===== src/rtl/core/aroon_pkg.sv =====
// Shared types and constants for the Aroon window extremum block.
// Used by aroon_cell, aroon_div and aroon_window_extremum_age_top; no dependencies.
`default_nettype none

package aroon_pkg;

   localparam int MAX_PERIOD = 63;
   localparam int WIN_DEPTH  = MAX_PERIOD + 1;
   localparam int PERIOD_W   = 6;
   localparam int AGE_W      = 6;
   localparam int COUNT_W    = 7;
   localparam int SAMPLE_W   = 32;
   localparam int RESULT_W   = 15;
   localparam int NUMER_W    = 21;
   localparam int STEP_W     = 5;

   localparam logic [PERIOD_W-1:0] PERIOD_RESET = 6'd25;
   localparam logic [COUNT_W-1:0]  COUNT_FULL   = 7'(WIN_DEPTH);
   localparam logic [AGE_W-1:0]    SCAN_LAST    = 6'(WIN_DEPTH - 1);
   localparam logic [NUMER_W-1:0]  FULL_SCALE   = 21'd25600;
   localparam logic [STEP_W-1:0]   STEP_LAST    = 5'(NUMER_W - 1);

   typedef struct packed {
      logic signed [SAMPLE_W-1:0] high_sample;
      logic signed [SAMPLE_W-1:0] low_sample;
   } req_type;

   typedef struct packed {
      logic [RESULT_W-1:0] aroon_up;
      logic [RESULT_W-1:0] aroon_down;
   } rsp_type;

   // Running extremum handed from cell to cell during a scan.
   typedef struct packed {
      logic                       seen;
      logic signed [SAMPLE_W-1:0] max_key;
      logic [AGE_W-1:0]           max_age;
      logic signed [SAMPLE_W-1:0] min_key;
      logic [AGE_W-1:0]           min_age;
   } best_type;

endpackage

`default_nettype wire


===== src/rtl/core/aroon_cell.sv =====
// One cell of the sample window: holds one high/low sample pair and merges it
// into the running maximum and minimum passed along the row. Uses aroon_pkg.
`default_nettype none

module aroon_cell (
   input  wire                              clock,
   input  wire                              shift_en,
   input  wire                              active,
   input  wire  [aroon_pkg::AGE_W-1:0]      cell_age,
   input  wire  aroon_pkg::req_type         sample_in,
   input  wire  aroon_pkg::best_type        best_in,
   output aroon_pkg::req_type               sample_out,
   output aroon_pkg::best_type              best_out
);

   aroon_pkg::req_type  sample_ff;
   aroon_pkg::req_type  sample_in_w;
   aroon_pkg::best_type best_ff;
   aroon_pkg::best_type best_in_w;

   always_comb begin
      sample_in_w = shift_en ? sample_in : sample_ff;
   end

   // A younger sample already in best_in wins ties, so the own sample needs
   // a strict improvement.
   always_comb begin
      best_in_w = best_in;
      if (active) begin
         best_in_w.seen = 1'b1;
         if (!best_in.seen || (sample_ff.high_sample > best_in.max_key)) begin
            best_in_w.max_key = sample_ff.high_sample;
            best_in_w.max_age = cell_age;
         end
         if (!best_in.seen || (sample_ff.low_sample < best_in.min_key)) begin
            best_in_w.min_key = sample_ff.low_sample;
            best_in_w.min_age = cell_age;
         end
      end
   end

   always_ff @(posedge clock) begin
      sample_ff <= sample_in_w;
      best_ff   <= best_in_w;
   end

   assign sample_out = sample_ff;
   assign best_out   = best_ff;

endmodule

`default_nettype wire


===== config.mk =====
export PLATFORM = sky130hd
export DESIGN_NAME = aroon_cell
export DESIGN_NICKNAME = d
export VERILOG_FILES = /design/src/rtl/core/aroon_pkg.sv /design/src/rtl/core/aroon_cell.sv
export SDC_FILE = /design/constraint.sdc
export NUM_CORES = 1
export LEC_CHECK = 0
export BUFFER_PORTS_ARGS = -buffer_cell sky130_fd_sc_hd__buf_2
export CORE_AREA = 3 3 112 114
export CTS_BUF_LIST = sky130_fd_sc_hd__clkbuf_8
export CTS_CLUSTER_DIAMETER = 200
export DETAILED_ROUTE_END_ITERATION = 16
export DIE_AREA = 0 0 115 117
export PLACE_DENSITY_LB_ADDON = 0.25
export SLEW_MARGIN = 30
export SYNTH_ARGS = -nofsm -noshare
export SYNTH_HDL_FRONTEND = slang
export SYNTH_SLANG_ARGS = --single-unit

===== constraint.sdc =====
create_clock -name clock -period 4.7 [get_ports clock]
set_input_delay 0.235 -clock clock [delete_from_list [all_inputs] [get_ports clock]]
set_output_delay 0.235 -clock clock [all_outputs]
set_load 0.1 [all_outputs]

==> run_results.csv <==
group,metric,value,unit
synthesis,synth_edf_count,64,
pwr,p_int,2.34,mW
worst_setup_path,path_class,"reg -> reg",
pwr,pwr-share-clk,0.253,
worst_hold_path,hold_path.class,"in -> reg",
place,place_inst,891,
die,fp.dieH,117,microns
place,port_buffers,290,
worst_setup_path,cpPeakStageDelay,0.48,ns
sta,rsz0062_at_grt,"no",
worst_hold_path,min_to,"best_out[25]",
synthesis,synthFlopType,"dfxtp_1",
grt,antenna_found_initial,0,
sta,setup-tns-final,0,ns
pwr,power_density,462,mW/mm^2
pwr,p_seq_frac,0.364,
synthesis,ys_types,36,
drt,ant_nets,0,
clocking,cts_buffers,17,
grt,grt_util_all_layers,0.248,
drt,via_per_inst,4.99,
synthesis,syn_avg_cell_area,13.0,sq um
synthesis,syn-instance-count,462,
worst_setup_path,reg2reg_slack,1.63,ns
worst_setup_path,required,5.03,ns
synthesis,synth_most_common_cell,"dfxtp_1",
worst_setup_path,cp-end-kind,"flip-flop",
cells_and_area,diodes,0,
grt,grt_start_max_net_pins,39,
run,maxCapViolCount,0,
die,die_area,0.0135,sq mm
synthesis,syn-num-nets,675,
clocking,clock-sinks,141,
worst_hold_path,hold_start,"best_in[25]",
sta,setup_slack,1.63,ns
sta,maxSlewHeadroom,0.478,
die,core_area,0.0115,sq mm
worst_hold_path,holdPathStages,2,
die,die_w,115,microns
sta,setup_viol,0,
synthesis,syn_area,0.00602,sq mm
die,row_count,39,
pwr,vdd_drop_max,0.335,mV
pwr,p_comb_frac,0.383,
drt,drcViolationCount,0,
pwr,p_leak,4.33,nW
cells_and_area,final_cells,999,
sta,finalCritPeriodShare,0.653,
clocking,insertion_delay,0.45,ns
place,dp_hpwl,12100,microns
cells_and_area,multi_input_area,0.00227,sq mm
worst_setup_path,crit_fanout,38,
cells_and_area,nNetsFinal,1056,
worst_setup_path,crit_arrival,3.40,ns
worst_setup_path,critPathLaunchType,"flip-flop",
pwr,netSwitchingPower,1.74,mW
worst_setup_path,worstPathCellList,"ha_1 > nand4_1 > nor4_1 > a22oi_1 > a211o_1 > o311ai_4 > buf_4 > mux2_2",
cells_and_area,syn_to_final_growth,46.9,%
clocking,cts_hold_buf,76,
synthesis,yosys.area.top_type_share,0.319,
grt,grt-ovfl-total,0,
synthesis,synthArstFlopShare,0,
clocking,cts_root_buffer,"clkbuf_8",
synthesis,synth_warnings,0,
synthesis,ys_ff_latch,141,
drt,dr.first_iter.drc_count,203,
sta,drv_slew,0,
synthesis,synth_common_cells,"77 x dfxtp_1, 75 x mux2_2, 69 x inv_1, 64 x edfxtp_1, 63 x ha_1",
drt,drt-total-wl,16800,microns
cells_and_area,drive_gt1_frac,0.470,
worst_setup_path,slowest_stage,"buf_4",
clocking,cts_resized,0,
cells_and_area,nFillCells,710,
status,outcome,"finished, final reports clean",
sta,max_clock_freq,0.326,GHz
clocking,h-tree-depth,4,
clocking,clk_path_buf_depth,2,
synthesis,netlist.top_cell.by_area,"edfxtp_1",
clocking,cts_setup_buffers,0,
sta,worst_pin_slew,0.783,ns
worst_setup_path,r2r_cells,8,
place,pre_cts_slack,1.65,ns
cells_and_area,seq_area,0.00346,sq mm
worst_setup_path,r2r-end,"best_out[38]",
grt,grt_pass1_vias,5265,
die,start_util,0.522,
worst_setup_path,r2r_start,"sample_out[62]",
sta,clock_skew,0.00756,ns
synthesis,synthTopCellsByArea,"edfxtp_1 32%, dfxtp_1 26%, mux2_2 14%",
sta,period_needed,3.07,ns
drt,vias,4990,
synthesis,seq_area_frac_synth,0.576,
clocking,cts_tree,"yes",
drt,wire_per_inst,16.8,microns
sta,finalHoldViolations,0,
place,gp_congestion,0.801,
clocking,clk_pin_slew,0.08,ns
die,ios,291,
grt,grt_pass1_wl,25500,microns
drt,firstDrtPassIters,4,
pwr,switching_share,0.426,
-- power by group through the flow --
stage	clock network [mW]	logic, mW	registers (mW)
final	1.03	1.56	1.48
after floorplan	0	0.255	2.48
after detailed placement	0	1.51	1.51
after global placement	0	1.50	1.51
after global routing	1.10	1.63	1.50
after CTS	1.05	1.56	1.48
-- critical path: cells and delay by family, from the launching register on --
kind | cells | cell delay, ns
multiplexers | 1 | 0.40
buffers and inverters | 1 | 0.48
flip-flops | 1 | 0.41
adder cells (fa/ha/maj) | 1 | 0.34
AO/OA/AOI/OAI | 3 | 0.67
AND/OR/NAND/NOR | 2 | 0.63
-- sequential cells by signal (all words and copies together), names as in the netlist --
name        flops
best_out       77
sample_out     64
-- metal layers --
metal  GRT usage  part of all wire
met5           0                 0
met1       0.258              0.37
met3      0.0720             0.075
met2       0.463              0.53
met4       0.109             0.026
-- cells in the final DEF (no fill, tap or decap), types with 6 or more instances in the layout --
cell	synthesis	final
mux2_2	75	75
buf_2	5	290
nor2_1	6	6
edfxtp_1	64	64
dfxtp_1	77	77
nand4_1	11	11
clkbuf_8	0	18
nand2_1	18	18
dlygate4sd3_1	0	76
o21ai_0	10	10
inv_1	69	69
a21oi_1	26	26
ha_1	63	63
-- cell type report --
type | count | share of cell area
sequential | 141 | 0.392
inverter | 69 | 0.0293
multi-input combinational | 244 | 0.257
tap | 143 | 0.0203
clock inverter | 14 | 0.0197
clock buffer | 18 | 0.0280
timing repair buffer | 370 | 0.254
-- metrics by stage --
step / hold slack [ns] / util / instance area [sq um] / power [mW]
2_1_floorplan: 0.334 / - / 6020 / 2.74
3_3_place_gp: 0.411 / 0.664 / 7650 / 3.00
3_5_place_dp: 0.413 / 0.664 / 7650 / 3.02
4_1_cts: 0.000864 / 0.767 / 8830 / 4.10
5_1_grt: 0.00134 / 0.767 / 8830 / 4.23
6_report: 0.0283 / 0.767 / 8830 / 4.08
-- worst max-delay path by stage --
stage | startpoint | end | slack, ns | cells past startpoint
floorplan | sample_out[49] | best_out[55] | 1.41 | 9
global placement | sample_out[15] | best_out[19] | 1.71 | 8
detailed placement | sample_out[63] | best_out[38] | 1.65 | 8
CTS | sample_out[62] | best_out[61] | 1.65 | 8
global route | sample_out[63] | best_out[44] | 1.51 | 8
finish | sample_out[62] | best_out[38] | 1.63 | 8
-- logic make-up (layout without fill, tap and decap cells) --
group	after synthesis	in the layout	synth area share
flops	141	141	0.576
buf+inv	77	471	0.0528
mux	76	76	0.143
fa+ha+maj	63	63	0.131
compound gates	54	54	0.0547
simple gates	51	51	0.0428
No activity file was read; power rests on OpenSTA's default activity.
