### config.mk
export PLATFORM = sky130hd
export DESIGN_NAME = aroon_div
export DESIGN_NICKNAME = d
export VERILOG_FILES = /design/src/rtl/core/aroon_pkg.sv /design/src/rtl/core/aroon_div.sv
export SDC_FILE = /design/constraint.sdc
export NUM_CORES = 1
export LEC_CHECK = 0
export ABC_CLOCK_PERIOD_IN_PS = 2600
export BUFFER_PORTS_ARGS = -buffer_cell sky130_fd_sc_hd__buf_2
export CORE_UTILIZATION = 35
export CTS_CLUSTER_DIAMETER = 150
export DETAILED_ROUTE_END_ITERATION = 8
export GPL_TIMING_DRIVEN = 0
export MAX_ROUTING_LAYER = met4
export SYNTH_ARGS = -nofsm -noshare
export SYNTH_HDL_FRONTEND = slang
export SYNTH_SLANG_ARGS = --single-unit
### constraint.sdc
create_clock -name clock -period 2.6 [get_ports clock]
set_input_delay 0.52 -clock clock [delete_from_list [all_inputs] [get_ports clock]]
set_output_delay 0.52 -clock clock [all_outputs]
set_load 0.01 [all_outputs]
### src/rtl/core/aroon_pkg.sv
// Shared types and constants for the Aroon window extremum block.
// Used by aroon_cell, aroon_div and aroon_window_extremum_age_top; no dependencies.
`default_nettype none

package aroon_pkg;

   localparam int MAX_PERIOD = 63;
   localparam int WIN_DEPTH  = MAX_PERIOD + 1;
   localparam int PERIOD_W   = 6;
   localparam int AGE_W      = 6;
   localparam int COUNT_W    = 7;
   localparam int SAMPLE_W   = 32;
   localparam int RESULT_W   = 15;
   localparam int NUMER_W    = 21;
   localparam int STEP_W     = 5;

   localparam logic [PERIOD_W-1:0] PERIOD_RESET = 6'd25;
   localparam logic [COUNT_W-1:0]  COUNT_FULL   = 7'(WIN_DEPTH);
   localparam logic [AGE_W-1:0]    SCAN_LAST    = 6'(WIN_DEPTH - 1);
   localparam logic [NUMER_W-1:0]  FULL_SCALE   = 21'd25600;
   localparam logic [STEP_W-1:0]   STEP_LAST    = 5'(NUMER_W - 1);

   typedef struct packed {
      logic signed [SAMPLE_W-1:0] high_sample;
      logic signed [SAMPLE_W-1:0] low_sample;
   } req_type;

   typedef struct packed {
      logic [RESULT_W-1:0] aroon_up;
      logic [RESULT_W-1:0] aroon_down;
   } rsp_type;

   // Running extremum handed from cell to cell during a scan.
   typedef struct packed {
      logic                       seen;
      logic signed [SAMPLE_W-1:0] max_key;
      logic [AGE_W-1:0]           max_age;
      logic signed [SAMPLE_W-1:0] min_key;
      logic [AGE_W-1:0]           min_age;
   } best_type;

endpackage

`default_nettype wire

### src/rtl/core/aroon_div.sv
// Restoring divider, one quotient bit per cycle, for the Aroon scaling step.
// Uses aroon_pkg for widths.
`default_nettype none

module aroon_div (
   input  wire                                clock,
   input  wire                                reset,
   input  wire                                start,
   input  wire  [aroon_pkg::NUMER_W-1:0]      numer,
   input  wire  [aroon_pkg::PERIOD_W-1:0]     denom,
   output logic                               done,
   output logic [aroon_pkg::RESULT_W-1:0]     quotient
);

   logic                              busy_ff, busy_in;
   logic                              done_ff, done_in;
   logic [aroon_pkg::STEP_W-1:0]      step_ff, step_in;
   logic [aroon_pkg::NUMER_W-1:0]     quot_ff, quot_in;
   logic [aroon_pkg::PERIOD_W-1:0]    rem_ff, rem_in;
   logic [aroon_pkg::PERIOD_W-1:0]    denom_ff, denom_in;
   logic [aroon_pkg::PERIOD_W:0]      trial;
   logic [aroon_pkg::PERIOD_W:0]      diff;

   always_comb begin
      trial = {rem_ff, quot_ff[aroon_pkg::NUMER_W-1]};
      diff  = trial - {1'b0, denom_ff};
   end

   always_comb begin
      busy_in  = busy_ff;
      done_in  = 1'b0;
      step_in  = step_ff;
      quot_in  = quot_ff;
      rem_in   = rem_ff;
      denom_in = denom_ff;
      if (start) begin
         busy_in  = 1'b1;
         step_in  = '0;
         quot_in  = numer;
         rem_in   = '0;
         denom_in = denom;
      end else if (busy_ff) begin
         // The remainder stays below the divisor, so the trial never
         // overflows the remainder width once it is kept.
         if (!diff[aroon_pkg::PERIOD_W]) begin
            rem_in  = diff[aroon_pkg::PERIOD_W-1:0];
            quot_in = {quot_ff[aroon_pkg::NUMER_W-2:0], 1'b1};
         end else begin
            rem_in  = trial[aroon_pkg::PERIOD_W-1:0];
            quot_in = {quot_ff[aroon_pkg::NUMER_W-2:0], 1'b0};
         end
         step_in = step_ff + 1'b1;
         if (step_ff == aroon_pkg::STEP_LAST) begin
            busy_in = 1'b0;
            done_in = 1'b1;
         end
      end
   end

   always_ff @(posedge clock) begin
      if (reset) begin
         busy_ff <= 1'b0;
         done_ff <= 1'b0;
         step_ff <= '0;
      end else begin
         busy_ff <= busy_in;
         done_ff <= done_in;
         step_ff <= step_in;
      end
      quot_ff  <= quot_in;
      rem_ff   <= rem_in;
      denom_ff <= denom_in;
   end

   assign done     = done_ff;
   assign quotient = quot_ff[aroon_pkg::RESULT_W-1:0];

endmodule

`default_nettype wire

==> results.md <==
* Outcome: finished, final reports clean
* Routed length on met2 at 1670 µm
* Final Non-Filler Cells at 297
* R2r startpoint: quot_ff[20]
* Overall Power at 0.00160 W
* Mapped Cells at 172
* Critical-path cell list: inv_1 -> ha_1 -> inv_1 -> fa_1 -> a211oi_1 -> o21ai_0 -> nand3_4 -> mux2i_1 -> a211oi_1
* Worst path slowest cell: fa_1
* Height of the die at 78.5 µm
* Cell variety after synth at 32
* Worst path depth at 9
* DRC viols at 0
* Largest delay share family, worst path: compound AO/OA/AOI/OAI gates
* Worst-Margin Slew at 0.870 ns
* Total core area at 0.00557 mm²
* Root buf cell: clkbuf_8
* Die X at 78.5 µm
* Syn nets at 211
* Starting density of the core at 0.367
* Largest net degree at the start of global routing at 22
* Buffers on Ports at 45
* Worst hold endpoint: denom_ff[1]
* Vias at 1379
* Crit Path Max Fanout at 9
* Router iterations before antenna repair at 4
* Global-route wire length before repair at 6040 µm
* Setup TNS Final at 0 ns
* Endpoints failing setup at 0
* RSZ-0062 raised after global routing: false
* VDD IR max at 0.000322 V
* Slew headroom at 0.419
* Ports at 46
* R2r worst-path depth at 9
* Reg-to-reg slack, setup at 0.25 ns
* Sequential area share after synthesis at 0.523
* Startpoint types: flop
* Lkg Pwr at 1.04 nW
* Antenna violation net count after detailed routing at 0
* RePlAce Congestion at 0.760
* Number of global-route vias before repair at 1401
* GRT Residual Overflow at 0
* DPL Wire Length at 2570 µm
* Hold Path Depth at 1
* CP Buf/Inv Count at 2
* Syn Area/Cell at 11.9 µm²
* Final slew viol count at 0
* Crit Reg-Reg Endpoint: rem_ff[4]
* Initial antenna violation count at 0
* TritonCTS Buffers at 5
* Area of the mapped netlist at 0.00205 mm²
* Postcts setup bufs at 0
* CTS tree: built
* Pwr/cell area at 645 mW/mm²
* Detailed-route vias per instance at 4.64
* Tot GR Track Use at 0.129
* Hold WC Path Type: input pin to flop
* DIE AREA at 0.00616 mm²
* Max-Cap Viols at 0
* Wire per inst at 11.8 µm
* Synth Register Bits at 40
* YS warnings at 0
* # hold bufs at CTS at 0
* Min-Delay Startpoint: denom[1]
* Layout Nets at 263
* Inst Count DP at 289
* CTS H-tree depth at 2
* CTS resizes at 0
* Commonest cells after routing, fill and taps aside: buf_2 (45), edfxtp_1 (27), mux2_2 (21), nor2_1 (16), buf_4 (15)
* Crit-path max cell delay at 0.41 ns
* Clock latency on the worst-skew pair at 0.29 ns
* Layout cell share with drive strength beyond 1 at 0.413
* Initial DRC count at 52
* Metal1 wirelength at 1660 µm
* Setup CP Type: flop to flop
* Tmin final at 2.35 ns
* Commonest non-fill, non-tap cell in the layout: buf_2
* Area Overhead vs Synth at 20.8%
* Fmax achieved at 425 MHz
* Row count at 27
* Worst Path Arrival at 2.51 ns
* Routed wl met3 at 124 µm
* Clock sinks at 40
* Worst EP required at 2.75 ns
* Reg clk slew, reported paths at 0.08 ns
* Post-Route WL at 3500 µm
* Final core utilization at 0.444
* CP endpoint kind: flop
* Worst Clk Skew at 0.00461 ns
* Diode count at 0
* Clock Tree Buf Depth at 2
* DR top layer: met4
* Final Hold Fails at 0
* Period utilisation layout at 0.905
-- through the flow --
stage	worst slack [ns]	instance area, µm²	hold slack, ns
2_1_floorplan	0.539	2050	0.479
3_3_place_gp	0.0895	2360	0.498
3_5_place_dp	0.0795	2360	0.511
5_1_grt	0.0691	2470	0.389
4_1_cts	0.210	2470	0.391
6_report	0.246	2470	0.401
-- final cells by class --
| type | count | area, µm² |
|---|---|---|
| Buffer | 21 | 135 |
| Tap cell | 72 | 90.1 |
| Fill cell | 552 | 3100 |
| Sequential cell | 40 | 1070 |
| Clock inverter | 3 | 42.5 |
| Multi-Input combinational cell | 98 | 793 |
| Inverter | 13 | 48.8 |
| Timing Repair Buffer | 45 | 225 |
| Clock buffer | 5 | 68.8 |
-- cells in the mapped netlist, drive strengths merged --
cell	instances	area, µm²
nand4b	1	8.76
xor2	6	52.6
mux2i	4	40.0
o311ai	1	8.76
edfxtp	27	811
a21oi	4	20.0
inv	13	48.8
mux2	21	236
xnor2	1	8.76
and2b	2	15.0
nor3	1	5.00
clkbuf	5	18.8
nand3	3	27.5
o21ai	5	25.0
or2	1	6.26
fa	1	20.0
a311oi	1	8.76
nor3b	4	30.0
ha	8	100
a211oi	4	30.0
nand2b	1	6.26
nor2	16	60.1
o311a	1	10.0
or3b	1	11.3
nand2	6	22.5
buf	16	116
dfxtp	13	260
a221oi	1	15.0
nand4	4	25.0
-- routing by layer --
metal,vias up,track usage
met5,-,-
li1,696,-
met2,32,0.218
met1,644,0.150
met4,0,0.0500
met3,7,0.0256
-- power breakdown --
group | switching, W | internal (W) | total, W
clock | 0.000219 | 0.000284 | 0.000503
sequential | 0.0000294 | 0.000746 | 0.000776
combinational | 0.000152 | 0.000167 | 0.000318
total | 0.000400 | 0.00120 | 0.00160
-- registers in the layout (all words and copies together), names as in the netlist --
register	flops
rem_ff	6
step_ff	5
busy_ff	1
denom_ff	6
quot_ff	21
done	1
-- cell families after synthesis --
family,synth area share
AO/OA/AOI/OAI,0.0574
XOR/XNOR,0.0299
adder cells (fa/ha/maj),0.0586
buffers and inverters,0.0898
flip-flops,0.523
multiplexers,0.135
AND/OR/NAND/NOR,0.106
-- worst max path at each step --
stage                      startpoint           to  slack, ns
after floorplan           quot_ff[20]    rem_ff[1]       0.54
after global placement          start  quot_ff[10]       0.09
after detailed placement        start  quot_ff[14]       0.08
after CTS                 quot_ff[20]    rem_ff[5]       0.21
after global routing      quot_ff[20]    rem_ff[4]       0.07
final                     quot_ff[20]    rem_ff[4]       0.25
No activity file was read; power rests on OpenSTA's default activity.
